**config.mk**
```make
export PLATFORM = sky130hd
export DESIGN_NAME = command_packet_controller
export DESIGN_NICKNAME = d
export VERILOG_FILES = /design/src/sv/cpc_pkg.sv /design/src/sv/cpc_front.sv /design/src/sv/cpc_queue.sv /design/src/sv/cpc_back.sv /design/src/sv/command_packet_controller.sv
export VERILOG_INCLUDE_DIRS = /design/src /design/src/sv
export SDC_FILE = /design/constraint.sdc
export NUM_CORES = 1
export LEC_CHECK = 0
export BUFFER_PORTS_ARGS = -buffer_cell sky130_fd_sc_hd__buf_2
export CELL_PAD_IN_SITES_DETAIL_PLACEMENT = 0
export CELL_PAD_IN_SITES_GLOBAL_PLACEMENT = 1
export CORE_UTILIZATION = 50
export CTS_CLUSTER_SIZE = 30
export DETAILED_ROUTE_END_ITERATION = 12
export PLACE_DENSITY = 0.83
export SLEW_MARGIN = 20
export SYNTH_ARGS = -nofsm -noshare
export SYNTH_HDL_FRONTEND = slang
export SYNTH_SLANG_ARGS = --single-unit
```
**constraint.sdc**
```tcl
create_clock -name clk -period 6.35 [get_ports clk]
set_input_delay 0.3175 -clock clk [delete_from_list [all_inputs] [get_ports clk]]
set_output_delay 0.3175 -clock clk [all_outputs]
set_load 0.05 [all_outputs]
```
**src/sv/assert_macros.svh**
```systemverilog
// assertion macros shared by the rtl
`ifndef ASSERT_MACROS_SVH
`define ASSERT_MACROS_SVH

`ifndef SYNTHESIS

// property checked at every clock edge outside reset
`define ASSERT_RST(label, clk, rst, prop) \
  label: assert property (@(posedge clk) disable iff (rst) prop) \
    else $error("assertion failed");

// property checked at every clock edge, reset included
`define ASSERT_ALWAYS(label, clk, prop) \
  label: assert property (@(posedge clk) prop) else $error("assertion failed");

`else

`define ASSERT_RST(label, clk, rst, prop)
`define ASSERT_ALWAYS(label, clk, prop)

`endif

`endif

```
**src/sv/cpc_pkg.sv**
```systemverilog
`default_nettype none

package cpc_pkg;

  localparam int PACKET_BYTES   = 32;
  localparam int RESPONSE_BYTES = 64;
  localparam int BRIGHT_LEVELS  = 50;

  localparam int POS_W  = $clog2(PACKET_BYTES);
  localparam int RIDX_W = $clog2(RESPONSE_BYTES);
  localparam int LVL_W  = $clog2(BRIGHT_LEVELS + 1);

  // packet positions of the command bytes
  localparam int POS_BUTTON  = 3;
  localparam int POS_MOTOR   = 5;
  localparam int POS_CHANNEL = 16;
  localparam int POS_LED1    = 20;
  localparam int POS_LED2    = 21;

  // response byte positions
  localparam int RESP_STATUS    = 41;
  localparam int RESP_RGB       = 42;
  localparam int RESP_MAIN      = 43;
  localparam int RESP_SIDE      = 44;
  localparam int RESP_ANGLE_HI  = 54;
  localparam int RESP_ANGLE_LO  = 55;

  // channel byte codes
  localparam logic [7:0] CHAN_RGB  = 8'h01;
  localparam logic [7:0] CHAN_MAIN = 8'h02;
  localparam logic [7:0] CHAN_SIDE = 8'h05;

  // button byte bits
  localparam int BTN_AUX   = 0;
  localparam int BTN_LASER = 1;
  localparam int BTN_UP    = 4;
  localparam int BTN_DOWN  = 6;

  // motor byte bits
  localparam int MOT1_OPEN  = 0;
  localparam int MOT2_LEFT  = 1;
  localparam int MOT1_CLOSE = 2;
  localparam int MOT2_RIGHT = 3;

  // reset values of the configuration registers
  localparam logic [7:0] MOTOR_DUTY_RESET    = 8'd150;
  localparam logic [7:0] HEADER_FIRST_RESET  = 8'h96;
  localparam logic [7:0] HEADER_SECOND_RESET = 8'hAA;
  localparam logic [7:0] HEADER_THIRD_RESET  = 8'hBE;

  // packet queue between front and back
  localparam int QUEUE_DEPTH = 2;
  localparam int QPTR_W      = $clog2(QUEUE_DEPTH);
  localparam int QCNT_W      = $clog2(QUEUE_DEPTH + 1);

  // duty = target * level / BRIGHT_LEVELS by reciprocal and one correction
  localparam int PROD_W      = 8 + LVL_W;
  localparam int RECIP_SHIFT = PROD_W + 6;
  localparam int RECIP       = (2 ** RECIP_SHIFT + BRIGHT_LEVELS - 1) / BRIGHT_LEVELS;
  localparam int RECIP_W     = RECIP_SHIFT + 1;

  typedef enum logic [1:0] {
    REG_MOTOR_DUTY    = 2'd0,
    REG_HEADER_FIRST  = 2'd1,
    REG_HEADER_SECOND = 2'd2,
    REG_HEADER_THIRD  = 2'd3
  } cfg_reg_t;

  typedef enum logic [1:0] {
    MOTOR_BRAKE   = 2'd0,
    MOTOR_FORWARD = 2'd1,
    MOTOR_REVERSE = 2'd2
  } motor_dir_t;

  typedef logic [LVL_W-1:0] level_t;

  typedef struct packed {
    logic [7:0] header_first;
    logic [7:0] header_second;
    logic [7:0] header_third;
  } header_cfg_t;

  // command fields of one completed packet
  typedef struct packed {
    logic [7:0]       button_byte;
    logic [7:0]       motor_byte;
    logic [7:0]       channel_byte;
    logic [7:0]       new_led1;
    logic [7:0]       new_led2;
    logic signed [8:0] angle;
  } packet_t;

  function automatic level_t adjust_level(level_t level, logic [7:0] buttons);
    logic up;
    logic down;
    level_t result;
    up     = buttons[BTN_UP];
    down   = buttons[BTN_DOWN];
    result = level;
    if (up && down) begin
      result = (level != '0) ? '0 : LVL_W'(BRIGHT_LEVELS);
    end else if (up && level < LVL_W'(BRIGHT_LEVELS)) begin
      result = level + 1'b1;
    end else if (down && level != '0) begin
      result = level - 1'b1;
    end
    return result;
  endfunction

  // small table: level in percent, floored
  function automatic logic [7:0] level_percent(level_t level);
    logic [7:0] result;
    int         i;
    int         pct;
    result = '0;
    for (i = 0; i < 2 ** LVL_W; i++) begin
      pct = i * 100 / BRIGHT_LEVELS;
      if (level == LVL_W'(i)) result = pct[7:0];
    end
    return result;
  endfunction

endpackage

`default_nettype wire

```
**src/sv/cpc_front.sv**
```systemverilog
`default_nettype none

module cpc_front (
  input  wire                  clk,
  input  wire                  rst,
  input  cpc_pkg::header_cfg_t hdr,
  input  wire                  accept,
  input  wire [7:0]            rx_byte,
  input  wire signed [8:0]     tilt_angle,
  output logic                 pkt_push,
  output cpc_pkg::packet_t     pkt
);

  logic [cpc_pkg::POS_W-1:0] byte_position;
  logic [cpc_pkg::POS_W-1:0] byte_position_next;
  logic [7:0] button_byte, motor_byte, channel_byte, new_led1, new_led2;
  logic [7:0] button_next, motor_next, channel_next, led1_next, led2_next;
  logic       at_last;

  assign at_last = (byte_position == cpc_pkg::POS_W'(cpc_pkg::PACKET_BYTES - 1));

  // captures as they stand after this transfer, so the final byte counts too
  always_comb begin
    button_next  = button_byte;
    motor_next   = motor_byte;
    channel_next = channel_byte;
    led1_next    = new_led1;
    led2_next    = new_led2;
    if (accept) begin
      case (byte_position)
        cpc_pkg::POS_W'(cpc_pkg::POS_BUTTON):  button_next  = rx_byte;
        cpc_pkg::POS_W'(cpc_pkg::POS_MOTOR):   motor_next   = rx_byte;
        cpc_pkg::POS_W'(cpc_pkg::POS_CHANNEL): channel_next = rx_byte;
        cpc_pkg::POS_W'(cpc_pkg::POS_LED1):    led1_next    = rx_byte;
        cpc_pkg::POS_W'(cpc_pkg::POS_LED2):    led2_next    = rx_byte;
        default: ;
      endcase
    end
  end

  always_comb begin
    byte_position_next = byte_position;
    if (accept) begin
      case (byte_position)
        cpc_pkg::POS_W'(0): begin
          if (rx_byte == hdr.header_first) byte_position_next = cpc_pkg::POS_W'(1);
        end
        cpc_pkg::POS_W'(1): begin
          byte_position_next = (rx_byte == hdr.header_second) ? cpc_pkg::POS_W'(2) : '0;
        end
        cpc_pkg::POS_W'(2): begin
          byte_position_next = (rx_byte == hdr.header_third) ? cpc_pkg::POS_W'(3) : '0;
        end
        default: begin
          byte_position_next = at_last ? '0 : byte_position + 1'b1;
        end
      endcase
    end
  end

  assign pkt_push         = accept && at_last;
  assign pkt.button_byte  = button_next;
  assign pkt.motor_byte   = motor_next;
  assign pkt.channel_byte = channel_next;
  assign pkt.new_led1     = led1_next;
  assign pkt.new_led2     = led2_next;
  assign pkt.angle        = tilt_angle;

  always_ff @(posedge clk) begin
    if (rst) begin
      byte_position <= '0;
    end else begin
      byte_position <= byte_position_next;
    end
    button_byte  <= button_next;
    motor_byte   <= motor_next;
    channel_byte <= channel_next;
    new_led1     <= led1_next;
    new_led2     <= led2_next;
  end

endmodule

`default_nettype wire

```
**src/sv/cpc_queue.sv**
```systemverilog
`default_nettype none

module cpc_queue (
  input  wire              clk,
  input  wire              rst,
  input  wire              push,
  input  cpc_pkg::packet_t push_pkt,
  output logic             full,
  input  wire              pop,
  output cpc_pkg::packet_t pop_pkt,
  output logic             empty
);

  cpc_pkg::packet_t           slots [cpc_pkg::QUEUE_DEPTH];
  logic [cpc_pkg::QPTR_W-1:0] wr_ptr;
  logic [cpc_pkg::QPTR_W-1:0] rd_ptr;
  logic [cpc_pkg::QCNT_W-1:0] count;
  logic                       do_push;
  logic                       do_pop;

  assign full    = (count == cpc_pkg::QCNT_W'(cpc_pkg::QUEUE_DEPTH));
  assign empty   = (count == '0);
  assign do_push = push && !full;
  assign do_pop  = pop && !empty;
  assign pop_pkt = slots[rd_ptr];

  always_ff @(posedge clk) begin
    if (rst) begin
      wr_ptr <= '0;
      rd_ptr <= '0;
      count  <= '0;
    end else begin
      if (do_push) begin
        wr_ptr <= (wr_ptr == cpc_pkg::QPTR_W'(cpc_pkg::QUEUE_DEPTH - 1)) ? '0 : wr_ptr + 1'b1;
      end
      if (do_pop) begin
        rd_ptr <= (rd_ptr == cpc_pkg::QPTR_W'(cpc_pkg::QUEUE_DEPTH - 1)) ? '0 : rd_ptr + 1'b1;
      end
      case ({do_push, do_pop})
        2'b10:   count <= count + 1'b1;
        2'b01:   count <= count - 1'b1;
        default: ;
      endcase
    end
    if (do_push) begin
      slots[wr_ptr] <= push_pkt;
    end
  end

endmodule

`default_nettype wire

```
**src/sv/cpc_back.sv**
```systemverilog
`default_nettype none

module cpc_back (
  input  wire              clk,
  input  wire              rst,
  input  cpc_pkg::packet_t pkt,
  input  wire              pkt_empty,
  output logic             pkt_pop,
  output logic             empty,
  input  wire              pop,
  output logic [7:0]       tx_byte,
  output logic             tx_last,
  output logic [7:0]       led1_duty,
  output logic [7:0]       led2_duty,
  output logic             laser_enable,
  output logic             aux_enable,
  output logic [1:0]       motor1_direction,
  output logic [1:0]       motor2_direction
);

  typedef enum logic [2:0] {
    ST_IDLE,
    ST_MUL,
    ST_DIV,
    ST_FIX,
    ST_SEND
  } state_t;

  localparam int EST_FULL_W = cpc_pkg::PROD_W + cpc_pkg::RECIP_W;
  localparam int CHK_W      = cpc_pkg::PROD_W + cpc_pkg::LVL_W;

  state_t                     state;
  logic [cpc_pkg::RIDX_W-1:0] resp_idx;
  logic [7:0]                 led1_target, led2_target;
  cpc_pkg::level_t            main_level, rgb_level, side_level;
  logic                       laser_state, aux_state;
  logic                       last_laser_button, last_aux_button;
  cpc_pkg::motor_dir_t        motor1_state, motor2_state;
  logic signed [8:0]          latched_angle;
  logic [cpc_pkg::PROD_W-1:0] prod1, prod2;
  logic [cpc_pkg::PROD_W-1:0] est1, est2;
  logic [EST_FULL_W-1:0]      est1_full, est2_full;
  logic [CHK_W-1:0]           chk1, chk2;
  logic [cpc_pkg::PROD_W-1:0] duty1_fix, duty2_fix;
  logic                       aux_btn, laser_btn;
  logic                       out_pop;

  assign pkt_pop   = (state == ST_IDLE) && !pkt_empty;
  assign empty     = (state != ST_SEND);
  assign out_pop   = pop && !empty;
  assign aux_btn   = pkt.button_byte[cpc_pkg::BTN_AUX];
  assign laser_btn = pkt.button_byte[cpc_pkg::BTN_LASER];

  assign est1_full = EST_FULL_W'(prod1) * EST_FULL_W'(cpc_pkg::RECIP);
  assign est2_full = EST_FULL_W'(prod2) * EST_FULL_W'(cpc_pkg::RECIP);
  assign chk1      = CHK_W'(est1) * CHK_W'(cpc_pkg::BRIGHT_LEVELS);
  assign chk2      = CHK_W'(est2) * CHK_W'(cpc_pkg::BRIGHT_LEVELS);
  // reciprocal estimate is at most one too high
  assign duty1_fix = (chk1 > CHK_W'(prod1)) ? est1 - 1'b1 : est1;
  assign duty2_fix = (chk2 > CHK_W'(prod2)) ? est2 - 1'b1 : est2;

  always_ff @(posedge clk) begin
    if (rst) begin
      state             <= ST_IDLE;
      resp_idx          <= '0;
      led1_target       <= '0;
      led2_target       <= '0;
      main_level        <= '0;
      rgb_level         <= '0;
      side_level        <= '0;
      laser_state       <= 1'b0;
      aux_state         <= 1'b0;
      last_laser_button <= 1'b0;
      last_aux_button   <= 1'b0;
      motor1_state      <= cpc_pkg::MOTOR_BRAKE;
      motor2_state      <= cpc_pkg::MOTOR_BRAKE;
      latched_angle     <= '0;
      led1_duty         <= '0;
      led2_duty         <= '0;
    end else begin
      case (state)
        ST_IDLE: begin
          if (!pkt_empty) begin
            led1_target     <= pkt.new_led1;
            led2_target     <= pkt.new_led2;
            if (aux_btn && !last_aux_button) aux_state <= !aux_state;
            if (laser_btn && !last_laser_button) laser_state <= !laser_state;
            last_aux_button   <= aux_btn;
            last_laser_button <= laser_btn;
            case (pkt.channel_byte)
              cpc_pkg::CHAN_MAIN: main_level <= cpc_pkg::adjust_level(main_level, pkt.button_byte);
              cpc_pkg::CHAN_RGB:  rgb_level  <= cpc_pkg::adjust_level(rgb_level, pkt.button_byte);
              cpc_pkg::CHAN_SIDE: side_level <= cpc_pkg::adjust_level(side_level, pkt.button_byte);
              default: ;
            endcase
            if (pkt.motor_byte[cpc_pkg::MOT1_OPEN]) motor1_state <= cpc_pkg::MOTOR_FORWARD;
            else if (pkt.motor_byte[cpc_pkg::MOT1_CLOSE]) motor1_state <= cpc_pkg::MOTOR_REVERSE;
            else motor1_state <= cpc_pkg::MOTOR_BRAKE;
            if (pkt.motor_byte[cpc_pkg::MOT2_LEFT]) motor2_state <= cpc_pkg::MOTOR_FORWARD;
            else if (pkt.motor_byte[cpc_pkg::MOT2_RIGHT]) motor2_state <= cpc_pkg::MOTOR_REVERSE;
            else motor2_state <= cpc_pkg::MOTOR_BRAKE;
            latched_angle <= pkt.angle;
            state         <= ST_MUL;
          end
        end
        ST_MUL: begin
          state <= ST_DIV;
        end
        ST_DIV: begin
          state <= ST_FIX;
        end
        ST_FIX: begin
          led1_duty <= duty1_fix[7:0];
          led2_duty <= duty2_fix[7:0];
          resp_idx  <= '0;
          state     <= ST_SEND;
        end
        ST_SEND: begin
          if (out_pop) begin
            if (tx_last) begin
              state <= ST_IDLE;
            end else begin
              resp_idx <= resp_idx + 1'b1;
            end
          end
        end
        default: state <= ST_IDLE;
      endcase
    end
    if (state == ST_MUL) begin
      prod1 <= cpc_pkg::PROD_W'(led1_target) * cpc_pkg::PROD_W'(main_level);
      prod2 <= cpc_pkg::PROD_W'(led2_target) * cpc_pkg::PROD_W'(main_level);
    end
    if (state == ST_DIV) begin
      est1 <= est1_full[cpc_pkg::RECIP_SHIFT +: cpc_pkg::PROD_W];
      est2 <= est2_full[cpc_pkg::RECIP_SHIFT +: cpc_pkg::PROD_W];
    end
  end

  always_comb begin
    case (resp_idx)
      cpc_pkg::RIDX_W'(cpc_pkg::RESP_STATUS):   tx_byte = {6'd0, aux_state, laser_state};
      cpc_pkg::RIDX_W'(cpc_pkg::RESP_RGB):      tx_byte = cpc_pkg::level_percent(rgb_level);
      cpc_pkg::RIDX_W'(cpc_pkg::RESP_MAIN):     tx_byte = cpc_pkg::level_percent(main_level);
      cpc_pkg::RIDX_W'(cpc_pkg::RESP_SIDE):     tx_byte = cpc_pkg::level_percent(side_level);
      cpc_pkg::RIDX_W'(cpc_pkg::RESP_ANGLE_HI): tx_byte = {{7{latched_angle[8]}}, latched_angle[8]};
      cpc_pkg::RIDX_W'(cpc_pkg::RESP_ANGLE_LO): tx_byte = latched_angle[7:0];
      default:                                  tx_byte = 8'd0;
    endcase
  end

  assign tx_last          = (resp_idx == cpc_pkg::RIDX_W'(cpc_pkg::RESPONSE_BYTES - 1));
  assign laser_enable     = laser_state;
  assign aux_enable       = aux_state;
  assign motor1_direction = motor1_state;
  assign motor2_direction = motor2_state;

endmodule

`default_nettype wire

```
**src/sv/command_packet_controller.sv**
```systemverilog
`default_nettype none

// Command packet controller. Received bytes are taken one per cycle while full is low and
// framed into 32-byte command packets that open with three programmable header bytes; a
// completed packet goes into a two-entry packet queue, so framing of the next packet goes on
// while the previous response is still being read out. For each packet the back end takes
// the commands, works the LED duty arithmetic in order (product, reciprocal multiply,
// correction) and then offers the 64 response bytes, one per cycle as pop allows, with the
// status, level and angle fields at fixed positions and zero in the other bytes; full rises
// only while both queue entries wait.
// The motor duty register is accepted on the configuration port but drives no output.

`include "assert_macros.svh"

module command_packet_controller (
  input  wire              clk,
  input  wire              rst,
  input  wire              cfg_write,
  input  wire [1:0]        cfg_index,
  input  wire [7:0]        cfg_data,
  input  wire              push,
  output logic             full,
  input  wire [7:0]        rx_byte,
  input  wire signed [8:0] tilt_angle,
  output logic             empty,
  input  wire              pop,
  output logic [7:0]       tx_byte,
  output logic             tx_last,
  output logic [7:0]       led1_duty,
  output logic [7:0]       led2_duty,
  output logic             laser_enable,
  output logic             aux_enable,
  output logic [1:0]       motor1_direction,
  output logic [1:0]       motor2_direction
);

  cpc_pkg::header_cfg_t hdr;
  cpc_pkg::packet_t     front_pkt;
  cpc_pkg::packet_t     back_pkt;
  logic                 front_push;
  logic                 q_full;
  logic                 q_empty;
  logic                 back_pop;
  logic                 in_accept;

  assign in_accept = push && !full;
  assign full      = q_full;

  always_ff @(posedge clk) begin
    if (rst) begin
      hdr.header_first  <= cpc_pkg::HEADER_FIRST_RESET;
      hdr.header_second <= cpc_pkg::HEADER_SECOND_RESET;
      hdr.header_third  <= cpc_pkg::HEADER_THIRD_RESET;
    end else if (cfg_write) begin
      case (cpc_pkg::cfg_reg_t'(cfg_index))
        cpc_pkg::REG_HEADER_FIRST:  hdr.header_first  <= cfg_data;
        cpc_pkg::REG_HEADER_SECOND: hdr.header_second <= cfg_data;
        cpc_pkg::REG_HEADER_THIRD:  hdr.header_third  <= cfg_data;
        default: ;
      endcase
    end
  end

  cpc_front u_front (
    .clk        (clk),
    .rst        (rst),
    .hdr        (hdr),
    .accept     (in_accept),
    .rx_byte    (rx_byte),
    .tilt_angle (tilt_angle),
    .pkt_push   (front_push),
    .pkt        (front_pkt)
  );

  cpc_queue u_queue (
    .clk      (clk),
    .rst      (rst),
    .push     (front_push),
    .push_pkt (front_pkt),
    .full     (q_full),
    .pop      (back_pop),
    .pop_pkt  (back_pkt),
    .empty    (q_empty)
  );

  cpc_back u_back (
    .clk              (clk),
    .rst              (rst),
    .pkt              (back_pkt),
    .pkt_empty        (q_empty),
    .pkt_pop          (back_pop),
    .empty            (empty),
    .pop              (pop),
    .tx_byte          (tx_byte),
    .tx_last          (tx_last),
    .led1_duty        (led1_duty),
    .led2_duty        (led2_duty),
    .laser_enable     (laser_enable),
    .aux_enable       (aux_enable),
    .motor1_direction (motor1_direction),
    .motor2_direction (motor2_direction)
  );

  // a completed packet never meets a full queue
  `ASSERT_ALWAYS(a_push_not_full, clk, front_push |-> !q_full)
  // the response ends after its last byte transfer
  `ASSERT_RST(a_last_ends, clk, rst, (pop && !empty && tx_last) |=> empty)
  // duties hold through a response
  `ASSERT_RST(a_duty_hold, clk, rst, (!empty && !(pop && tx_last)) |=> (!empty && $stable(led1_duty) && $stable(led2_duty)))

endmodule

`default_nettype wire
```
# Yosys cells after proc, flatten, opt, wreduce, memory -nomap -nowiden
# Memory sizes are Yosys's and may differ from the RTL's. A register that Yosys moved wholly into a read port is not among the register bits.
# Index checks and enable logic that the tools add are counted.
# W data, S select, Z words.
[word_totals]
regBits = 195
out_inout_bits = 33
inputBits = 32
wordCells = 567
ramBits = 98
memories = 1
[memory_table]
columns = ["name", "words", "word_bits", "read_ports", "rd_clocked_by_memory_dff", "write_ports", "line_no", "source"]
rows = [
  ["u_queue.slots", 2, 49, 1, 1, 1, "cpc_queue.sv:14", "cpc_pkg::packet_t slots [cpc_pkg::QUEUE_DEPTH];"],
]
[op_classes]
multipliers = 6
eq_ne = 226
n_reduce_logical = 45
add_sub_neg = 14
mux = 237
magnitude_cmp = 5
n_bitwise = 1
[op_table]
columns = ["op", "n"]
rows = [
  ["$mux W7", 96],
  ["$eq A6 B6 Y1 const B", 103],
  ["$mux W6", 62],
  ["$eq A6 B5 Y1 const B", 48],
  ["$eq A6 B4 Y1 const B", 24],
  ["$mux W5", 26],
  ["$mux W8", 12],
  ["$eq A6 B3 Y1 const B", 12],
  ["$mul A14 B13 Y27 const B", 2],
  ["$mux W4", 12],
  ["$pmux W8 S6", 1],
  ["$gt A20 B14 Y1", 2],
  ["$eq A6 B2 Y1 const B", 6],
  ["$mul A8 B6 Y14", 2],
  ["$mul A9 B5 Y14 const B", 2],
  ["$mux W3", 9],
  ["$add A6 B1 Y6 const B", 4],
  ["$eq A8 B8 Y1", 3],
  ["$eq A5 B5 Y1 const B", 4],
  ["$eq A6 B1 Y1 const B", 3],
  ["$lt A6 B6 Y1 const B", 3],
  ["$mux W2", 9],
  ["$reduce_bool A6 Y1", 3],
  ["$sub A6 B1 Y6 const B", 3],
  ["35 further kinds", 83],
]

# Depth between registers and ports, before layout
[depth]
word_depth = 65
depth_mapped = 24
ltp_nobuf = 24

# Cells and area by module
# From an unflattened synthesis, not the netlist that was laid out.
[unflattened]
hier_cells = 2326
hier_area_um2 = 23940.5
[modules_own_cells]
columns = ["module", "n_inst", "seq_area_each_um2", "cells_per_inst", "area_each_um2"]
rows = [
  ["cpc_back", 1, 2902.8, 1866, 17151.4],
  ["cpc_queue", 1, 3042.9, 178, 3746.1],
  ["cpc_front", 1, 900.9, 185, 2065.7],
  ["command_packet_controller", 1, 480.5, 97, 977.2],
]

# Worst setup path before layout
# No wires, ideal clock.
[synth_path]
path_kind = "reg-to-reg"
start = "register u_back.prod2[8] (netlist bit)"
end = "register u_back.est2[8] (netlist bit) (data pin)"
synth_period_minus_slack_ps = 4771
t_required_ps = 6090
setup_time_ps = 260
n_path_buf = 0
path_slack_ps = 1579
stages_incl_launch_ff = 18
t_arrival_ps = 4511
path_cell_list = "edfxtp_1 -> ha_1 -> inv_1 -> fa_1 -> inv_1 -> fa_1 -> inv_1 -> fa_1 -> fa_1 -> inv_1 -> ha_1 -> a211oi_1 -> o21ai_0 -> a211oi_1 -> o211ai_1 -> a31oi_1 -> o21bai_1 -> xnor2_1"
[synth_via]
elab_chain_cells = 1
[synth_lines]
columns = ["element", "line_no", "source"]
rows = [
  ["from (decl)", "cpc_back.sv:40", "logic [cpc_pkg::PROD_W-1:0] prod1, prod2;"],
  ["from (signal assigned)", "cpc_back.sv:132", "prod2 <= cpc_pkg::PROD_W'(led2_target) * cpc_pkg::PROD_W'(main_level);"],
  ["$mul A14 B13 Y27", "cpc_back.sv:55", "assign est2_full = EST_FULL_W'(prod2) * EST_FULL_W'(cpc_pkg::RECIP);"],
  ["via u_back.est2_full[28]", "cpc_back.sv:42", "logic [EST_FULL_W-1:0] est1_full, est2_full;"],
  ["to (signal assigned)", "cpc_back.sv:136", "est2 <= est2_full[cpc_pkg::RECIP_SHIFT +: cpc_pkg::PROD_W];"],
  ["to (decl)", "cpc_back.sv:41", "logic [cpc_pkg::PROD_W-1:0] est1, est2;"],
]
# The timed path passes the listed nets, and every way through them passes these cells.
# A chain may end at the register's enable or synchronous reset.

# Worst setup path in the final report
[layout_path]
start = "register u_back.prod2[12] (netlist bit)"
end = "register u_back.est2[8] (netlist bit) (data pin)"
# The elaborated chain is that of the path after synthesis.

==> metrics.md <==
| Metric | Value |
|---|---|
| Critical Path AT | `5.69 ns` |
| WHS Path Cells | `3` |
| Setup TNS | `0 ns` |
| Synth Area per Inst | `10.21 um^2` |
| Cell Count, Final, Fillers Out | `2912` |
| Critical path class | `reg -> reg` |
| Vias/cell | `5.352` |
| Post-synth EDFFs | `128` |
| Fin nets | `2880` |
| Share of the synthesized area in the top cell type | `0.2010` |
| Antenna diodes | `0` |
| Cell Pwr Density | `146.9 nW/um^2` |
| Fmax | `0.1861 GHz` |
| Asr flop ratio synth | `0` |
| DP HPWL | `37160 um` |
| I/O pins | `65` |
| Cell Area, Synth | `22850 um^2` |
| Sequential share of the synthesized area | `0.2926` |
| #FFs+latches synth | `270` |
| Clk buf depth | `3` |
| P_int | `2.829 mW` |
| Switching pwr | `0.8308 mW` |
| Switching fraction of total power | `0.2270` |
| CORE AREA | `44610 um^2` |
| TritonCTS clock tree | `yes` |
| Period utilization | `0.8460` |
| Root Buffer | `clkbuf_16` |
| YS warnings | `0` |
| Headroom to the max-slew limit | `0.2790` |
| # fillers | `3886` |
| Post-detailed-route count of antenna-violating nets | `0` |
| GPL Wtd Cong | `0.8831` |
| Placed insts | `2842` |
| Met3 wire len | `1498 um` |
| Hold Vio Cnt, Final | `0` |
| Clock network latency to the later pin of the worst-skew pair | `0.58 ns` |
| Main synth FF type | `dfxtp_1` |
| Worst-path cell chain | `ha_1 -> inv_1 -> fa_1 -> fa_1 -> inv_1 -> fa_1 -> fa_1 -> ha_1 -> a21o_1 -> a21o_1 -> a21o_1 -> a211oi_1 -> o211ai_1 -> a31oi_1 -> o21bai_1 -> xnor2_1` |
| DRC violations left | `0` |
| Yosys top cell by area | `ha_1` |
| Clk sinks | `270` |
| Initial DRC count | `768` |
| Uppermost layer routed | `met4` |
| Detailed Route WL | `47270 um` |
| Final count of pins violating max slew | `0` |
| Clock Pin Slew Worst Setup and Hold Paths | `0.07 ns` |
| Die width | `215.8 um` |
| Status | `finished clean` |
| Std cell rows | `77` |
| Reg power frac | `0.498` |
| Starting Density | `0.5123` |
| Total global routing overflow | `0` |
| Initial antenna violation count | `0` |
| PortBufs | `64` |
| Top cells by area, synth | `ha_1, edfxtp_1, fa_1` |
| Layout cells sized above 1 | `0.08578` |
| Area of the multi-input gates | `14550 um^2` |
| Die Ht | `215.8 um` |
| Worst-margin pin slew | `1.077 ns` |
| M1 WL | `21850 um` |
| Unrepaired setup endpoints after global routing | `no` |
| Critical Path Sink Type | `flop` |
| Slowest stage delay, CP | `0.54 ns` |
| CTS buffer count | `29` |
| Crit path top cell by count | `fa_1` |
| Yosys cell types | `87` |
| Setup violators final | `0` |
| CP startpoint kind | `flop` |
| Register area | `6688 um^2` |
| Area grow syn2layout | `9.057%` |
| Die Area | `46560 um^2` |
| Mapped Nets | `2820` |
| WL/cell | `16.23 um` |
| Critical Path RT | `6.67 ns` |
| Vias | `15.58k` |
| Leakage power total | `11.43 nW` |
| Drt pass-1 iters | `5` |
| All-Layer GR Usage | `0.2090` |
| Gate power share | `0.025` |
| Fin crit period | `5.372 ns` |
| Vias in the first global route | `15.88k` |
| Met2 Wirelength | `22890 um` |
| Hold WC Path Type | `in -> reg` |
| First-pass GRT wire length | `79540 um` |
| Reg2Reg Depth | `16` |
| Largest net degree at the start of global routing | `68` |
| CP max FO | `7` |
| CP max stage cell | `edfxtp_1` |
| H-tree depth | `1` |
| Setup Skew | `0.01894 ns` |
| Max VDD drop | `0.2087 mV` |
| Post-Synthesis Cells | `2237` |
| Clk network pwr share | `0.477` |
| MaxCap Viol Count | `0` |
-- Yosys cell counts (all sizes together), types with 19 or more instances --
| library cell | number |
|---|---|
| a211oi | 48 |
| a21o | 19 |
| a21oi | 73 |
| and2 | 41 |
| clkbuf | 46 |
| dfxtp | 142 |
| edfxtp | 128 |
| fa | 184 |
| ha | 367 |
| inv | 371 |
| mux2 | 38 |
| mux2i | 44 |
| nand2 | 174 |
| nand3 | 34 |
| nor2 | 138 |
| nor3 | 29 |
| o21ai | 50 |
| xnor2 | 61 |
| xor2 | 42 |
-- power groups by stage --
| stage | Sequential (mW) | Combinational, mW | Clock (mW) |
|---|---|---|---|
| after floorplan | 1.86 | 0.0525 | 0 |
| final | 1.82 | 0.0921 | 1.75 |
| after detailed placement | 1.86 | 0.0848 | 0 |
| after global routing | 1.82 | 0.101 | 1.86 |
| after CTS | 1.82 | 0.0927 | 1.79 |
| after global placement | 1.86 | 0.0831 | 0 |
-- metal layers --
metal,vias up,GRT usage
met5,-,0
met4,0,0.04586
met3,66,0.02128
met2,290,0.3626
met1,7580,0.2811
li1,7648,-
-- flip-flops by register name, indices dropped and copies added (netlist names), 3 cells and up, named ones only --
name,cells
u_queue.slots,82
hdr,24
u_back.prod1,14
u_back.prod2,14
u_back.est1,9
u_back.est2,9
u_back.latched_angle,9
u_back.led1_duty,8
u_back.led1_target,8
u_back.led2_duty,8
u_back.led2_target,8
u_front.channel_byte,8
u_front.new_led1,8
u_front.new_led2,8
u_back.main_level,6
u_back.resp_idx,6
u_back.rgb_level,6
u_back.side_level,6
u_front.byte_position,5
u_front.button_byte,4
u_front.motor_byte,4
u_back.state,3
-- timing repair --
item	4_1_cts	5_1_grt
gates resized for setup	0	0
hold buffers	16	0
buffers inserted	0	0
endpoints found under the hold margin	35	0
-- critical path, delay by kind of cell, from the launching register on --
kind,cells,cell delay (ns)
adder cells (fa/ha/maj),6,2.61
flip-flops,1,0.54
AO/OA/AOI/OAI,7,1.72
buffers and inverters,2,0.12
XOR/XNOR,1,0.14
-- cell usage in the layout, fill, tap and decap left out, types with 8 or more instances in the layout --
cell type,count
edfxtp_1,128
buf_2,63
ha_1,367
and3_1,14
xor2_1,42
inv_1,371
o21ai_0,45
a211oi_1,48
nor2_1,137
mux2i_1,43
clkbuf_16,30
xnor2_1,60
a21o_1,19
dlygate4sd3_1,16
nand4_1,18
a22oi_1,8
nor4_1,11
and2_1,41
mux2_2,37
nor3_1,28
dfxtp_1,141
buf_4,11
fa_1,184
nand2_1,173
nand3_1,34
o21bai_1,12
a21oi_1,72
-- worst paths after layout --
check	from	to	slack, ns
min	cfg_data[5]	hdr[5]$_SDFFE_PP1P_	0.04
max	u_back.prod2[12]$_DFFE_PN_	u_back.est2[8]$_DFFE_PN_	0.98
max reg2reg	u_back.prod2[12]$_DFFE_PN_	u_back.est2[8]$_DFFE_PN_	0.98
min reg2reg	hdr[16]$_SDFFE_PP0P_	hdr[16]$_SDFFE_PP0P_	0.47
-- logic make-up (layout without fill, tap and decap cells) --
group,Yosys count,count (layout),synth area share
and+or+nand+nor,511,511,0.1067
buffers and inverters,432,515,0.07140
xor gates and xnor gates,103,103,0.03981
adders and majority gates,552,552,0.3626
AOI/OAI and AO/OA,287,287,0.08832
muxes,82,82,0.03855
DFF,270,270,0.2926
-- metrics by stage --
stage	instance area, um^2	total power [mW]	hold slack (ns)	setup WS (ns)	utilization
after floorplan	22850	1.912	0.4164	1.579	-
after global placement	23770	1.943	0.4559	1.086	0.5329
after detailed placement	23770	1.945	0.4629	0.9501	0.5329
after CTS	24920	3.705	0.002729	0.9296	0.5587
after global routing	24920	3.783	0.02528	0.5921	0.5587
final	24920	3.660	0.03637	0.9778	0.5587
-- layout make-up --
type                       instances  share of cell area
multi-input combinational       1535              0.5839
inverter                         371             0.05588
timing repair buffer              90             0.02239
sequential                       270              0.2684
tap                              592             0.02972
clock buffer                      31             0.03068
clock inverter                    23            0.009037
Note: power is estimated with default switching activity, not from simulation.
